--- src/rtl/dq_pkg.sv ---
// Package with the constants, codes and control types of the double-ended queue.
package dq_pkg;

  localparam int unsigned DEPTH = 64;
  localparam int unsigned WordW = 32;

  typedef enum logic [1:0] {
    CMD_PUSH_REAR  = 2'd0,
    CMD_PUSH_FRONT = 2'd1,
    CMD_POP_FRONT  = 2'd2,
    CMD_POP_REAR   = 2'd3
  } dq_cmd_e;

  typedef enum logic [1:0] {
    ST_DONE  = 2'd0,
    ST_FULL  = 2'd1,
    ST_EMPTY = 2'd2
  } dq_status_e;

  typedef struct packed {
    logic              push_front;
    logic              pop_front;
    logic              push_rear;
    logic              pop_rear;
    logic [WordW-1:0]  value;
  } dq_ctrl_t;

endpackage

--- src/rtl/dq_if.sv ---
// Handshake interfaces for the command and result channels of the queue.
interface dq_in_if;
  logic               valid;
  logic               ready;
  logic [1:0]         cmd;
  logic signed [31:0] value;

  modport source (output valid, output cmd, output value, input ready);
  modport sink (input valid, input cmd, input value, output ready);
endinterface

interface dq_out_if;
  logic               valid;
  logic               ready;
  logic signed [31:0] data;
  logic [1:0]         status;
  logic               is_empty;
  logic               is_full;

  modport source (output valid, output data, output status, output is_empty,
                  output is_full, input ready);
  modport sink (input valid, input data, input status, input is_empty,
                input is_full, output ready);
endinterface

--- src/rtl/double_ended_queue_core.sv ---
// Top level of the double-ended queue: a row of shifting cells and a result register.
// A result is registered and appears in the cycle after its command is accepted.
// Throughput: one command per cycle while results are taken; the single result
// register holds off new commands only while an earlier result is stalled.
// Reset: asynchronous and active low; all cells become empty at once, no clearing pass.
module double_ended_queue_core (
  input  logic        clk_i,
  input  logic        rst_ni,
  dq_in_if.sink       in_i,
  dq_out_if.source    out_o
);
  import dq_pkg::*;

  logic [WordW-1:0] cell_data [DEPTH];
  logic             cell_vld  [DEPTH];
  logic [WordW-1:0] rear_tap  [DEPTH];
  logic [WordW-1:0] rear_data;

  dq_ctrl_t   ctrl;
  logic       accept, is_empty_now, is_full_now, is_push;
  logic       empty_after, full_after;
  dq_cmd_e    cmd;
  dq_status_e status_d;
  logic [WordW-1:0] data_d;

  logic             out_vld_q;
  logic [WordW-1:0] data_q;
  dq_status_e       status_q;
  logic             empty_q, full_q;

  assign cmd          = dq_cmd_e'(in_i.cmd);
  assign in_i.ready   = !out_vld_q || out_o.ready;
  assign accept       = in_i.valid && in_i.ready;
  assign is_empty_now = !cell_vld[0];
  assign is_full_now  = cell_vld[DEPTH-1];
  assign is_push      = (cmd == CMD_PUSH_REAR) || (cmd == CMD_PUSH_FRONT);

  always_comb begin
    ctrl            = '0;
    ctrl.value      = in_i.value;
    ctrl.push_rear  = accept && (cmd == CMD_PUSH_REAR) && !is_full_now;
    ctrl.push_front = accept && (cmd == CMD_PUSH_FRONT) && !is_full_now;
    ctrl.pop_front  = accept && (cmd == CMD_POP_FRONT) && !is_empty_now;
    ctrl.pop_rear   = accept && (cmd == CMD_POP_REAR) && !is_empty_now;
  end

  for (genvar i = 0; i < DEPTH; i++) begin : g_cell
    logic [WordW-1:0] left_data, right_data;
    logic             left_vld, right_vld;
    if (i == 0) begin : g_first
      assign left_data = in_i.value;
      assign left_vld  = 1'b1;
    end else begin : g_mid_l
      assign left_data = cell_data[i-1];
      assign left_vld  = cell_vld[i-1];
    end
    if (i == DEPTH - 1) begin : g_last
      assign right_data = '0;
      assign right_vld  = 1'b0;
    end else begin : g_mid_r
      assign right_data = cell_data[i+1];
      assign right_vld  = cell_vld[i+1];
    end
    dq_cell u_cell (
      .clk_i        (clk_i),
      .rst_ni       (rst_ni),
      .ctrl_i       (ctrl),
      .left_data_i  (left_data),
      .left_vld_i   (left_vld),
      .right_data_i (right_data),
      .right_vld_i  (right_vld),
      .data_o       (cell_data[i]),
      .vld_o        (cell_vld[i]),
      .rear_data_o  (rear_tap[i])
    );
  end

  always_comb begin
    rear_data = '0;
    for (int i = 0; i < DEPTH; i++) begin
      rear_data = rear_data | rear_tap[i];
    end
  end

  always_comb begin
    status_d    = ST_DONE;
    data_d      = '0;
    empty_after = is_empty_now;
    full_after  = is_full_now;
    if (is_push) begin
      if (is_full_now) begin
        status_d = ST_FULL;
      end else begin
        empty_after = 1'b0;
        full_after  = cell_vld[DEPTH-2];
      end
    end else if (is_empty_now) begin
      status_d = ST_EMPTY;
      data_d   = '1;
    end else begin
      data_d      = (cmd == CMD_POP_FRONT) ? cell_data[0] : rear_data;
      empty_after = !cell_vld[1];
      full_after  = 1'b0;
    end
  end

  always_ff @(posedge clk_i or negedge rst_ni) begin
    if (!rst_ni) begin
      out_vld_q <= 1'b0;
    end else if (in_i.ready) begin
      out_vld_q <= in_i.valid;
    end
  end

  always_ff @(posedge clk_i) begin
    if (accept) begin
      data_q   <= data_d;
      status_q <= status_d;
      empty_q  <= empty_after;
      full_q   <= full_after;
    end
  end

  assign out_o.valid    = out_vld_q;
  assign out_o.data     = data_q;
  assign out_o.status   = status_q;
  assign out_o.is_empty = empty_q;
  assign out_o.is_full  = full_q;

endmodule

--- src/rtl/dq_cell.sv ---
// One storage cell of the shifting queue row, exchanging words with its neighbors.
module dq_cell (
  input  logic                    clk_i,
  input  logic                    rst_ni,
  input  dq_pkg::dq_ctrl_t        ctrl_i,
  input  logic [dq_pkg::WordW-1:0] left_data_i,
  input  logic                    left_vld_i,
  input  logic [dq_pkg::WordW-1:0] right_data_i,
  input  logic                    right_vld_i,
  output logic [dq_pkg::WordW-1:0] data_o,
  output logic                    vld_o,
  output logic [dq_pkg::WordW-1:0] rear_data_o
);
  import dq_pkg::*;

  logic [WordW-1:0] data_q, data_d;
  logic             vld_q, vld_d;
  logic             is_rear;

  assign is_rear = vld_q && !right_vld_i;

  always_comb begin
    data_d = data_q;
    vld_d  = vld_q;
    if (ctrl_i.push_front) begin
      data_d = left_data_i;
      vld_d  = left_vld_i;
    end else if (ctrl_i.pop_front) begin
      data_d = right_data_i;
      vld_d  = right_vld_i;
    end else if (ctrl_i.push_rear) begin
      if (!vld_q && left_vld_i) begin
        data_d = ctrl_i.value;
        vld_d  = 1'b1;
      end
    end else if (ctrl_i.pop_rear) begin
      if (is_rear) begin
        vld_d = 1'b0;
      end
    end
  end

  always_ff @(posedge clk_i or negedge rst_ni) begin
    if (!rst_ni) begin
      vld_q <= 1'b0;
    end else begin
      vld_q <= vld_d;
    end
  end

  always_ff @(posedge clk_i) begin
    data_q <= data_d;
  end

  assign data_o      = data_q;
  assign vld_o       = vld_q;
  assign rear_data_o = is_rear ? data_q : '0;

endmodule

--- src/flat_wrapper.sv ---
// flat-port wrapper written by rule: the top's interface ports become plain ports
module double_ended_queue_core_flat import dq_pkg::*;
  (clk_i, rst_ni, in_i_valid, in_i_cmd, in_i_value, in_i_ready, out_o_valid, out_o_data, out_o_status, out_o_is_empty, out_o_is_full, out_o_ready);
  dq_in_if in_i_i ();
  dq_out_if out_o_i ();
  input  logic clk_i;
  input  logic rst_ni;
  input wire logic [$bits(in_i_i.valid)-1:0] in_i_valid;
  input wire logic [$bits(in_i_i.cmd)-1:0] in_i_cmd;
  input wire logic [$bits(in_i_i.value)-1:0] in_i_value;
  output wire logic [$bits(in_i_i.ready)-1:0] in_i_ready;
  output wire logic [$bits(out_o_i.valid)-1:0] out_o_valid;
  output wire logic [$bits(out_o_i.data)-1:0] out_o_data;
  output wire logic [$bits(out_o_i.status)-1:0] out_o_status;
  output wire logic [$bits(out_o_i.is_empty)-1:0] out_o_is_empty;
  output wire logic [$bits(out_o_i.is_full)-1:0] out_o_is_full;
  input wire logic [$bits(out_o_i.ready)-1:0] out_o_ready;
  assign in_i_i.valid = in_i_valid;
  assign in_i_i.cmd = in_i_cmd;
  assign in_i_i.value = in_i_value;
  assign in_i_ready = in_i_i.ready;
  assign out_o_valid = out_o_i.valid;
  assign out_o_data = out_o_i.data;
  assign out_o_status = out_o_i.status;
  assign out_o_is_empty = out_o_i.is_empty;
  assign out_o_is_full = out_o_i.is_full;
  assign out_o_i.ready = out_o_ready;
  double_ended_queue_core u_core (.clk_i(clk_i), .rst_ni(rst_ni), .in_i(in_i_i), .out_o(out_o_i));
endmodule
--- config.mk ---
export PLATFORM = sky130hd
export DESIGN_NAME = double_ended_queue_core_flat
export DESIGN_NICKNAME = d
export VERILOG_FILES = /design/src/rtl/dq_pkg.sv /design/src/rtl/dq_if.sv /design/src/rtl/double_ended_queue_core.sv /design/src/rtl/dq_cell.sv /design/src/flat_wrapper.sv
export SDC_FILE = /design/constraint.sdc
export NUM_CORES = 2
export LEC_CHECK = 0
export BUFFER_PORTS_ARGS = -buffer_cell sky130_fd_sc_hd__buf_2
export CORE_MARGIN = 5
export CORE_UTILIZATION = 45
export DETAILED_ROUTE_END_ITERATION = 6
export PLACE_DENSITY = 0.62
export SLEW_MARGIN = 20
export SYNTH_ARGS = -nofsm -noshare
export SYNTH_HDL_FRONTEND = slang
export SYNTH_HIERARCHICAL = 1
export SYNTH_SLANG_ARGS = --single-unit
--- constraint.sdc ---
create_clock -name clk_i -period 50 [get_ports clk_i]
set_clock_uncertainty 0.05 [all_clocks]
set_input_delay 10 -clock clk_i [delete_from_list [all_inputs] [get_ports clk_i]]
set_output_delay 10 -clock clk_i [all_outputs]
set_load 0.05 [all_outputs]
==> results.md <==
- Status: completed
- Synthesized area per cell: 10.5 um2
- RSZ-0062 raised after global routing: no
- Setup bufs post-CTS: 0
- Main synth FF type: edfxtp_1
- Required @ worst endpoint: 39,950 ps
- Number of buffers created by CTS: between 200 and 250
- Async SR Flop Fraction: 0.0302
- Cell area power density: 32.8 nW/um2
- Total track usage: 0.263
- Post-detail-place hpwl: 280,000 um
- First-pass GRT wire length: 621,000 um
- Max VDD drop: 0.0000279 V
- RePlAce Congestion: 0.886
- Commonest non-fill, non-tap cells in the layout: nand2_1, mux2i_1, edfxtp_1, o21ai_0, and2_1
- Fin nets: 12,400
- Initial antenna violation count: 33
- CTS resizes: 0
- Final hold violation count: 0
- Die Wd: 553 um
- Residual overflow from global routing: 0
- Reg2reg setup slack: 40,240 ps
- Final WL: 424,000 um
- Final ANT Viol Nets: 0
- Cell mode on critical path: buf_2
- Fin. max-slew vios: 0
- Drt initial violations: 11,900
- Number of library cell types mapped by synthesis: 36
- Largest net degree at the start of global routing: roughly 270
- Final setup vio count: 0
- Synthesis-stage register bit count: 2,149
- Max_cap viols: 0
- Most area-consuming cells after synthesis: edfxtp_1, mux2i_1, and2_1, o21ai_0, nand2_1
- Initial Util: 0.452
- IO Pins: 76
- Top cell type's share of synthesized area: 0.471
- Die area: 306,000 um2
- Clk Latency, worst-skew pair: 910 ps
- Core area: around 290,000 um2
- P&R area growth vs syn: 6.56%
- Routed vias/inst: 6.01
- Synth area leader: edfxtp_1
- Crit path launch type: input pin
- Crit share post-route: 0.411
- Layout fillers: 26,800
- Post-synth EDFFs: 2,084
- Vias in the first global route: roughly 97,000
- LEAKAGE: 42.8 nW
- Cts hold-fix bufs: 0
- Clock period minus worst slack: 20,540 ps
- Layout cell share with drive strength beyond 1: 0.0779
- Cells along the critical path: buf_2 > nand2b_1 > buf_2
- Crit-path slowest cell: buf_2
- WS Path Type: in -> out
- Type of element capturing the critical path: output port
- Root Buffer: clkbuf_16
- Syn Std Cell Area: 133,000 um2
- Most common cell after layout, fill and taps aside: nand2_1
- Syn Inst Count: 12,700
- Worst slew pin tran: 1220 ps
- CTS sink count: 2,149
- TritonRoute pass-1 iters: 6
- Cell Rows: 199
- CTS tree: yes
- Sequential cell area fraction in the yosys report: 0.483
- Cell Area, Placed: 134,000 um2
- Slew HR: 0.178
- Critical Path AT: around 10,000 ps
- Die H: 553 um
- H-tree Lvls: 4
- Finished Cell Area: 142,000 um2
- Input/output buffers: 75
- Via count: just under 100k
- Core Util, Final: 0.482
- Maximum buffer depth of the clock tree: 4
- YS warnings: 6
- Hold WC Path Type: reg -> reg
- Largest fanout on the critical path: 3
- Largest stage delay on the critical path: 280 ps
- Setup TNS: 0 ps
- Avg WL per Cell: 25.7 um
- Clock transition at path regs: approximately 60 ps
- Residual DRC: 0
- Fmax: 0.0487 GHz
## cell usage after synthesis, types with 3 or more instances
library cell,instances
nand4bb_1,64
a21oi_1,28
buf_8,192
o21ai_1,78
clkbuf_2,192
nor2b_1,3
o211ai_2,64
dfrtp_1,65
nor4_1,543
buf_2,198
and2b_1,64
and2b_4,6
mux2_4,64
clkbuf_1,133
buf_6,129
mux2i_1,2112
nand4_1,127
edfxtp_1,2084
o21ai_0,2135
nand2_1,2178
nor2_4,64
buf_4,64
and2_1,2048
## metal layers
layer | vias to the layer above | share of wire | global-route usage
li1 | 45100 | - | -
met1 | 49700 | 0.40 | 0.340
met2 | 3693 | 0.48 | 0.440
met3 | 735 | 0.062 | 0.0276
met4 | 8 | 0.056 | 0.131
met5 | - | 0.00015 | 0
## kinds of logic (layout without fill, tap and decap cells)
family,Yosys count,in the layout,share of synthesized area
simple gates,5108,5108,0.205
compound gates,2307,2307,0.0905
mux,2176,2176,0.166
flops,2149,2149,0.483
buf+inv,910,805,0.0547
other cells,2,45,0.0000565
## critical path: cells and delay by family
kind	cells	cell delay (ps)
buffers and inverters	2	350
and+or+nand+nor	1	140
## cell type report
| cell class | count | area, um2 | area share |
|---|---|---|---|
| sequential | 2149 | 64200 | 0.453 |
| multi-input combinational | 9628 | 62400 | 0.440 |
| clock buffer | 305 | 6340 | 0.0448 |
| tap | 3919 | 4900 | 0.0346 |
| timing repair buffer | 371 | 2800 | 0.0198 |
| clock inverter | 127 | 966 | 0.00682 |
| antenna | 8 | 20.0 | 0.000141 |
| inverter | 2 | 7.51 | 0.0000530 |
## worst paths after layout
kind,start,end,cells past startpoint
setup / recovery,out_o_ready,in_i_ready,3
min in group asynchronous,rst_ni,u_core/g_cell[49].u_cell/vld_o,1
max in group asynchronous,rst_ni,u_core/g_cell[31].u_cell/vld_o,2
setup reg to reg,u_core/out_o.valid,u_core/g_cell[27].u_cell/data_o[8],13
hold / removal,u_core/g_cell[19].u_cell/data_o[22],u_core/g_cell[20].u_cell/data_o[22],2
hold reg to reg,u_core/g_cell[19].u_cell/data_o[22],u_core/g_cell[20].u_cell/data_o[22],2
## through the flow
stage / hold WS [ps] / setup WS (ps) / instances / total power, mW
6_report: 489 / 29460 / 16500 / 4.65
4_1_cts: 498 / 29460 / 16500 / 4.68
3_5_place_dp: 504 / 29450 / 16100 / 2.97
3_3_place_gp: 497 / 29430 / 16100 / 2.95
5_1_grt: 547 / 29420 / 16500 / 4.80
2_1_floorplan: 486 / 1550 / 12700 / 2.63
## flip-flops by register name, indices dropped and copies added, names as in the netlist
| register | cells |
|---|---|
| u_core/out_o.status | 2 |
| u_core/out_o.valid | 1 |
| u_core/out_o.is_full | 1 |
| u_core/g_cell.u_cell/vld_o | 64 |
| u_core/out_o.data | 32 |
| u_core/out_o.is_empty | 1 |
| u_core/g_cell.u_cell/data_o | 2048 |
## power breakdown
part           internal, mW  leakage, nW  total, mW  switching, mW
clock network         0.964         3.58       1.71          0.749
registers              2.08         20.0       2.16         0.0725
logic                 0.240         19.3      0.779          0.538
(Power assumes the default switching activity.)
